$ cat src/rtl/topd_pkg.sv
// Types and constants for the tone onset and peak detector.
// No dependencies; imported by the top level.
package topd_pkg;

   localparam int TIME_WIDTH      = 32;
   localparam int LEVEL_WIDTH     = 32;
   localparam int BIN_WIDTH       = 2;
   localparam int MAG_IN_WIDTH    = 16;
   localparam int NUM_IN_BINS     = 4;
   localparam int THRESH_WIDTH    = 16;
   localparam int CSR_INDEX_WIDTH = 8;
   localparam int CSR_DATA_WIDTH  = 32;

   localparam logic KIND_ARM  = 1'b0;
   localparam logic KIND_TICK = 1'b1;

   localparam logic [CSR_INDEX_WIDTH-1:0] REG_DETECT_THRESHOLD = 8'd0;
   localparam logic [CSR_INDEX_WIDTH-1:0] REG_PEAK_WINDOW      = 8'd1;
   localparam logic [CSR_INDEX_WIDTH-1:0] REG_RISING_EDGE_MODE = 8'd2;
   localparam logic [CSR_INDEX_WIDTH-1:0] REG_INTEGRATE_MODE   = 8'd3;

   localparam logic [THRESH_WIDTH-1:0] THRESHOLD_RESET = 16'd1000;
   localparam logic [TIME_WIDTH-1:0]   WINDOW_RESET    = 32'd10000;

   typedef struct packed {
      logic                    kind;
      logic [TIME_WIDTH-1:0]   time_us;
      logic [MAG_IN_WIDTH-1:0] mag_0;
      logic [MAG_IN_WIDTH-1:0] mag_1;
      logic [MAG_IN_WIDTH-1:0] mag_2;
      logic [MAG_IN_WIDTH-1:0] mag_3;
   } req_data_type;

   typedef struct packed {
      logic                   found;
      logic [TIME_WIDTH-1:0]  peak_time;
      logic [BIN_WIDTH-1:0]   tone_bin;
      logic [LEVEL_WIDTH-1:0] tone_level;
   } rsp_data_type;

endpackage

$ cat src/rtl/tone_onset_peak_detector.sv
// Tone onset and peak detector over per-tick frequency-bin magnitudes.
// Depends on topd_pkg for the request and response types and register indices.
//
// An arm request records the listen start time and clears detection state and
// returns nothing; each tick request returns one response in the cycle after it
// is taken. One request is taken every cycle: the bin scan, the per-bin sums
// and the window check all settle in a single pass between the request handshake
// and the response register, and req_ready only drops while a response sits
// in that register and rsp_ready is low. Configuration writes are always taken.
module tone_onset_peak_detector #(
   parameter int NUM_BINS = 4,
   parameter int MAG_BITS = 16
) (
   input  logic                                    clock,
   input  logic                                    reset,
   input  logic                                    req_valid,
   output logic                                    req_ready,
   input  topd_pkg::req_data_type                  req_data,
   output logic                                    rsp_valid,
   input  logic                                    rsp_ready,
   output topd_pkg::rsp_data_type                  rsp_data,
   input  logic                                    csr_valid,
   output logic                                    csr_ready,
   input  logic [topd_pkg::CSR_INDEX_WIDTH-1:0]    csr_index,
   input  logic [topd_pkg::CSR_DATA_WIDTH-1:0]     csr_data
);
   import topd_pkg::*;

   localparam int SCAN_BINS = (NUM_BINS < NUM_IN_BINS) ? NUM_BINS : NUM_IN_BINS;
   localparam int MW        = (MAG_BITS < MAG_IN_WIDTH) ? MAG_BITS : MAG_IN_WIDTH;

   // configuration
   logic [THRESH_WIDTH-1:0] threshold_ff;
   logic [TIME_WIDTH-1:0]   window_ff;
   logic                    rising_ff;
   logic                    integrate_ff;

   // detection state
   logic [TIME_WIDTH-1:0]   listen_start_ff, listen_start_in;
   logic [TIME_WIDTH-1:0]   window_end_ff, window_end_in;
   logic [TIME_WIDTH-1:0]   peak_stamp_ff, peak_stamp_in;
   logic [BIN_WIDTH-1:0]    best_bin_ff, best_bin_in;
   logic [LEVEL_WIDTH-1:0]  best_level_ff, best_level_in;
   logic                    detected_ff, detected_in;
   logic [LEVEL_WIDTH-1:0]  sums_ff [SCAN_BINS];
   logic [LEVEL_WIDTH-1:0]  sums_in [SCAN_BINS];

   logic                    rsp_valid_ff, rsp_valid_in;
   rsp_data_type            rsp_data_ff, rsp_data_in;

   logic [MAG_IN_WIDTH-1:0] mag_raw [NUM_IN_BINS];
   logic [LEVEL_WIDTH-1:0]  mag_ext [SCAN_BINS];
   logic [TIME_WIDTH-1:0]   now;
   logic [TIME_WIDTH:0]     end_wide;
   logic [TIME_WIDTH-1:0]   end_sat;
   logic                    req_fire, arm_go, tick_go, tick_active;

   // scan results
   logic [LEVEL_WIDTH-1:0]  scan_level;
   logic [BIN_WIDTH-1:0]    scan_bin;
   logic                    scan_det;
   logic [TIME_WIDTH-1:0]   scan_stamp;
   logic [TIME_WIDTH-1:0]   scan_wend;

   // post-scan results
   logic [LEVEL_WIDTH-1:0]  sums_next [SCAN_BINS];
   logic [LEVEL_WIDTH:0]    sum_wide;
   logic [LEVEL_WIDTH-1:0]  fin_level;
   logic [BIN_WIDTH-1:0]    fin_bin;
   logic                    found;

   assign now        = req_data.time_us;
   assign mag_raw[0] = req_data.mag_0;
   assign mag_raw[1] = req_data.mag_1;
   assign mag_raw[2] = req_data.mag_2;
   assign mag_raw[3] = req_data.mag_3;

   assign req_ready   = !rsp_valid_ff || rsp_ready;
   assign req_fire    = req_valid && req_ready;
   assign arm_go      = req_fire && (req_data.kind == KIND_ARM);
   assign tick_go     = req_fire && (req_data.kind == KIND_TICK);
   assign tick_active = tick_go && (now >= listen_start_ff);

   assign csr_ready = 1'b1;
   assign rsp_valid = rsp_valid_ff;
   assign rsp_data  = rsp_data_ff;

   // saturating window end
   assign end_wide = {1'b0, now} + {1'b0, window_ff};
   assign end_sat  = end_wide[TIME_WIDTH] ? {TIME_WIDTH{1'b1}} : end_wide[TIME_WIDTH-1:0];

   always_comb begin
      for (int i = 0; i < SCAN_BINS; i++) begin
         mag_ext[i] = LEVEL_WIDTH'(mag_raw[i][MW-1:0]);
      end
   end

   // running maximum over the bins in order
   always_comb begin
      scan_level = best_level_ff;
      scan_bin   = best_bin_ff;
      scan_det   = detected_ff;
      scan_stamp = peak_stamp_ff;
      scan_wend  = window_end_ff;
      for (int i = 0; i < SCAN_BINS; i++) begin
         if (mag_ext[i] > scan_level) begin
            scan_level = mag_ext[i];
            scan_bin   = BIN_WIDTH'(i);
            if (!scan_det && (scan_level > LEVEL_WIDTH'(threshold_ff))) begin
               scan_det   = 1'b1;
               scan_stamp = now;
               scan_wend  = end_sat;
            end
            if (!rising_ff) begin
               scan_stamp = now;
            end
         end
      end
   end

   // integration and window expiry
   always_comb begin
      sum_wide  = '0;
      fin_level = scan_level;
      fin_bin   = scan_bin;
      found     = 1'b0;
      for (int i = 0; i < SCAN_BINS; i++) begin
         sums_next[i] = sums_ff[i];
         if (scan_det && integrate_ff) begin
            sum_wide     = {1'b0, sums_ff[i]} + {1'b0, mag_ext[i]};
            sums_next[i] = sum_wide[LEVEL_WIDTH] ? {LEVEL_WIDTH{1'b1}}
                                                 : sum_wide[LEVEL_WIDTH-1:0];
         end
      end
      if (scan_det && (now >= scan_wend)) begin
         found = 1'b1;
         if (integrate_ff) begin
            fin_level = '0;
            for (int i = 0; i < SCAN_BINS; i++) begin
               if (sums_next[i] > fin_level) begin
                  fin_level = sums_next[i];
                  fin_bin   = BIN_WIDTH'(i);
               end
            end
         end
      end
   end

   always_comb begin
      listen_start_in = listen_start_ff;
      window_end_in   = window_end_ff;
      peak_stamp_in   = peak_stamp_ff;
      best_bin_in     = best_bin_ff;
      best_level_in   = best_level_ff;
      detected_in     = detected_ff;
      for (int i = 0; i < SCAN_BINS; i++) begin
         sums_in[i] = sums_ff[i];
      end
      if (arm_go) begin
         listen_start_in = now;
         window_end_in   = {TIME_WIDTH{1'b1}};
         peak_stamp_in   = '0;
         best_bin_in     = '0;
         best_level_in   = '0;
         detected_in     = 1'b0;
         for (int i = 0; i < SCAN_BINS; i++) begin
            sums_in[i] = '0;
         end
      end else if (tick_active) begin
         window_end_in = scan_wend;
         peak_stamp_in = scan_stamp;
         best_bin_in   = fin_bin;
         best_level_in = fin_level;
         detected_in   = scan_det;
         for (int i = 0; i < SCAN_BINS; i++) begin
            sums_in[i] = sums_next[i];
         end
      end
   end

   // response register
   always_comb begin
      rsp_valid_in = rsp_valid_ff;
      rsp_data_in  = rsp_data_ff;
      if (rsp_valid_ff && rsp_ready) begin
         rsp_valid_in = 1'b0;
      end
      if (tick_go) begin
         rsp_valid_in = 1'b1;
         rsp_data_in  = '0;
         if (tick_active && found) begin
            rsp_data_in.found      = 1'b1;
            rsp_data_in.peak_time  = scan_stamp;
            rsp_data_in.tone_bin   = fin_bin;
            rsp_data_in.tone_level = fin_level;
         end
      end
   end

   always_ff @(posedge clock) begin
      if (reset) begin
         threshold_ff    <= THRESHOLD_RESET;
         window_ff       <= WINDOW_RESET;
         rising_ff       <= 1'b1;
         integrate_ff    <= 1'b0;
         listen_start_ff <= '0;
         window_end_ff   <= {TIME_WIDTH{1'b1}};
         peak_stamp_ff   <= '0;
         best_bin_ff     <= '0;
         best_level_ff   <= '0;
         detected_ff     <= 1'b0;
         for (int i = 0; i < SCAN_BINS; i++) begin
            sums_ff[i] <= '0;
         end
         rsp_valid_ff    <= 1'b0;
      end else begin
         if (csr_valid && csr_ready) begin
            unique case (csr_index)
               REG_DETECT_THRESHOLD: threshold_ff <= csr_data[THRESH_WIDTH-1:0];
               REG_PEAK_WINDOW:      window_ff    <= csr_data[TIME_WIDTH-1:0];
               REG_RISING_EDGE_MODE: rising_ff    <= csr_data[0];
               REG_INTEGRATE_MODE:   integrate_ff <= csr_data[0];
               default: begin
               end
            endcase
         end
         listen_start_ff <= listen_start_in;
         window_end_ff   <= window_end_in;
         peak_stamp_ff   <= peak_stamp_in;
         best_bin_ff     <= best_bin_in;
         best_level_ff   <= best_level_in;
         detected_ff     <= detected_in;
         for (int i = 0; i < SCAN_BINS; i++) begin
            sums_ff[i] <= sums_in[i];
         end
         rsp_valid_ff    <= rsp_valid_in;
      end
   end

   always_ff @(posedge clock) begin
      rsp_data_ff <= rsp_data_in;
   end

endmodule
$ cat config.mk
export PLATFORM = sky130hd
export DESIGN_NAME = tone_onset_peak_detector
export DESIGN_NICKNAME = d
export VERILOG_FILES = /design/src/rtl/topd_pkg.sv /design/src/rtl/tone_onset_peak_detector.sv
export SDC_FILE = /design/constraint.sdc
export NUM_CORES = 2
export LEC_CHECK = 0
export BUFFER_PORTS_ARGS = -buffer_cell sky130_fd_sc_hd__buf_2
export CORE_ASPECT_RATIO = 0.5
export CORE_MARGIN = 2
export CORE_UTILIZATION = 45
export DETAILED_ROUTE_END_ITERATION = 16
export PLACE_DENSITY_LB_ADDON = 0.2
export REMOVE_ABC_BUFFERS = 1
export SETUP_SLACK_MARGIN = 0.05
export SLEW_MARGIN = 20
export SYNTH_ARGS = -nofsm -noshare
export SYNTH_HDL_FRONTEND = slang
export SYNTH_SLANG_ARGS = --single-unit
$ cat constraint.sdc
create_clock -name clock -period 23.5 [get_ports clock]
set_input_delay 2.35 -clock clock [delete_from_list [all_inputs] [get_ports clock]]
set_output_delay 2.35 -clock clock [all_outputs]
set_load 0.005 [all_outputs]
==> metrics <==
outcome finished clean; WP buf/inv 6; Longest Clk Path Bufs 3; vias in the first global route 27900; GRT Util Overall 32.4%; GRT Residual Overflow 0; Power Dens Cells 61.5 nW/µm²; CP startpoint kind input pin; Fmax 46.1 MHz; Largest delay share family, worst path compound AO/OA/AOI/OAI gates; drt pass-1 iters 6; Slew HR 32.6%; Syn Area/Cell 7.81 µm²; fraction of layout cells with a size suffix above 1 10.8%; final worst path period need 21.68 ns; # clock sinks 377; die area 69500 µm²; mapped cell area 30300 µm²; Primary FF master, synth dfxtp_1; setup TNS 0 ns; crit end category flip-flop; Comb pwr share 34.8%; Worst path max stage delay 0.81 ns; critical-path maximum fanout 49; switching power total 786 µW; post-synthesis register bit count 377; commonest non-fill, non-tap cell in the layout nand2_1; Sw Share 38.1%; Worst Skew 0.0210 ns; Clk pwr share 31.9%; core area 66700 µm²; clock transition at the registers of the reported paths 0.06 ns; WP depth 84; Die Wd 371 µm; WHS Path Cells 2; Worst-Skew Late Latency 0.60 ns; VDD IR max 0.0449 mV; Max Cap Violations 0; routability-driven placement congestion ratio 0.977; Die Y 187 µm; ANT nets after route 0; asr flop ratio synth 0%; Avg Vias per Cell 6.13; YS warnings 0; Rows 67; worst hold path class flip-flop to flip-flop; initial antenna violation count 3; via count 30200; Post-layout nets 4519; r2r setup slk 3.16 ns; fraction of power consumed by sequential logic 33.3%; most frequent cells in the layout nand2_1, a21oi_1, ha_1; FF-to-FF path depth 84; post-synthesis sequential area ratio 27.1%; area added between synthesis and finish 10.8%; Final period util 92.3%; RSZ-0062 raised after global routing no; largest net degree at the start of global routing 94; Hold Buf Count CTS 0; Slew Limit Fails 0; Final setup viols 0; internal power 1280 µW; global-route wire length before repair 173000 µm; Final Hold Viols 0; CP required 23.81 ns; post-layout util 50.3%; H-Tree Depth 2; DP Wirelength 88000 µm; drt initial violations 2970; WL/cell 23.6 µm; Most common cell on crit path o21a_1; Port Buffer Count 210; Syn Inst Count 3877; Worst-Margin Slew 1.01 ns; LEAKAGE 0.0140 µW; Cell Count, Final, Fillers Out 4921; Starting Density 45.4%; Post-synth EDFFs 67; Critical-path top delay cell a2111oi_0; num ports 212; post-synthesis cell type count 99; CTS tree built; Post-Place Cells 4846; cts bufs inserted 40; clock root buffer clkbuf_16; Worst Setup Path Type input pin to flip-flop; Arrival @ worst endpoint 22.00 ns; DRC Markers 0; routed wire length 116000 µm
==> path summary, 6_finish.rpt <==
path,startpoint,end
max,req_data[59],rsp_data[24]$_SDFFCE_PN0P_
min reg2reg,peak_stamp_ff[15]$_SDFFE_PP0P_,peak_stamp_ff[15]$_SDFFE_PP0P_
min,peak_stamp_ff[15]$_SDFFE_PP0P_,peak_stamp_ff[15]$_SDFFE_PP0P_
max reg2reg,best_level_ff[15]$_SDFFE_PP0P_,rsp_data[24]$_SDFFCE_PN0P_
==> cell usage after synthesis (60+ instances only) <==
master,instances,area [µm²]
nor2_1,353,1330
ha_1,381,4770
nand4_1,96,601
nand2_1,561,2110
dfxtp_1,310,6210
clkbuf_1,157,589
a21oi_1,402,2010
mux2i_1,101,1010
o22ai_1,65,407
o21ai_0,149,746
inv_1,175,657
a21o_1,93,698
nand3_1,60,300
a31oi_1,63,394
o21a_1,94,706
edfxtp_1,67,2010
nor3_1,60,300
==> sequential cells by signal, summed over array words and instances (netlist names), 2 cells and up <==
signal and flops:
sums_ff 128, peak_stamp_ff 32, listen_start_ff 32, best_bin_ff 2, window_ff 32, best_level_ff 32
rsp_data 67, threshold_ff 16, window_end_ff 32
==> metal layers <==
metal / vias up / wire, µm / track usage, %
li1: 14300 / - / -
met1: 14400 / 50500 / 43.8
met2: 1186 / 51700 / 51.5
met3: 229 / 9220 / 5.51
met4: 0 / 4500 / 12.2
met5: - / 0 / 0
==> worst min-delay path: cells and delay by family (launching register included) <==
kind | cells | cell delay, ns
AOI/OAI and AO/OA | 1 | 0.05
and+or+nand+nor | 1 | 0.05
DFF | 1 | 0.31
==> power groups by stage <==
stage	sequential [µW]	clock [µW]	combinational, µW
after floorplan	696	0	444
after global placement	701	0	698
after detailed placement	702	0	700
after CTS	687	668	705
after global routing	688	692	774
final	687	659	718
==> area by class of cell <==
| cell class | instances | area, µm² |
|---|---|---|
| antenna | 3 | 7.51 |
| clock buffer | 57 | 1170 |
| clock inverter | 15 | 114 |
| fill | 6616 | 33200 |
| inverter | 175 | 658 |
| multi-input combinational | 3122 | 20700 |
| sequential | 377 | 8220 |
| tap | 897 | 1120 |
| timing repair buffer | 275 | 1540 |
==> per-stage QoR <==
| step | area (µm²) | hold WS [ns] | total power, µW | setup slack (ns) |
|---|---|---|---|---|
| finish | 33600 | 0.449 | 2060 | 1.82 |
| global route | 33600 | 0.469 | 2150 | 0.380 |
| CTS | 33500 | 0.451 | 2060 | 1.52 |
| detailed placement | 32300 | 0.444 | 1400 | 0.985 |
| global placement | 32300 | 0.437 | 1400 | 1.26 |
| floorplan | 29500 | 0.430 | 1140 | -2.79 |
==> cell families after synthesis <==
| logic type | count (synthesis) | share of synthesized area (%) |
|---|---|---|
| AOI/OAI and AO/OA | 1136 | 24.1 |
| xor gates and xnor gates | 84 | 2.43 |
| adders and majority gates | 386 | 16.1 |
| buffers and inverters | 378 | 4.84 |
| DFF | 377 | 27.1 |
| muxes | 128 | 4.35 |
| other | 1 | 0.0124 |
| and+or+nand+nor | 1387 | 21.0 |
==> repair_timing <==
action | CTS | global route
endpoints found under the hold margin | 0 | 0
gates resized for setup | 0 | 2
endpoints found under the setup margin | 0 | 23
setup buffers | 0 | 0
Power figures use the tool's default switching activity.
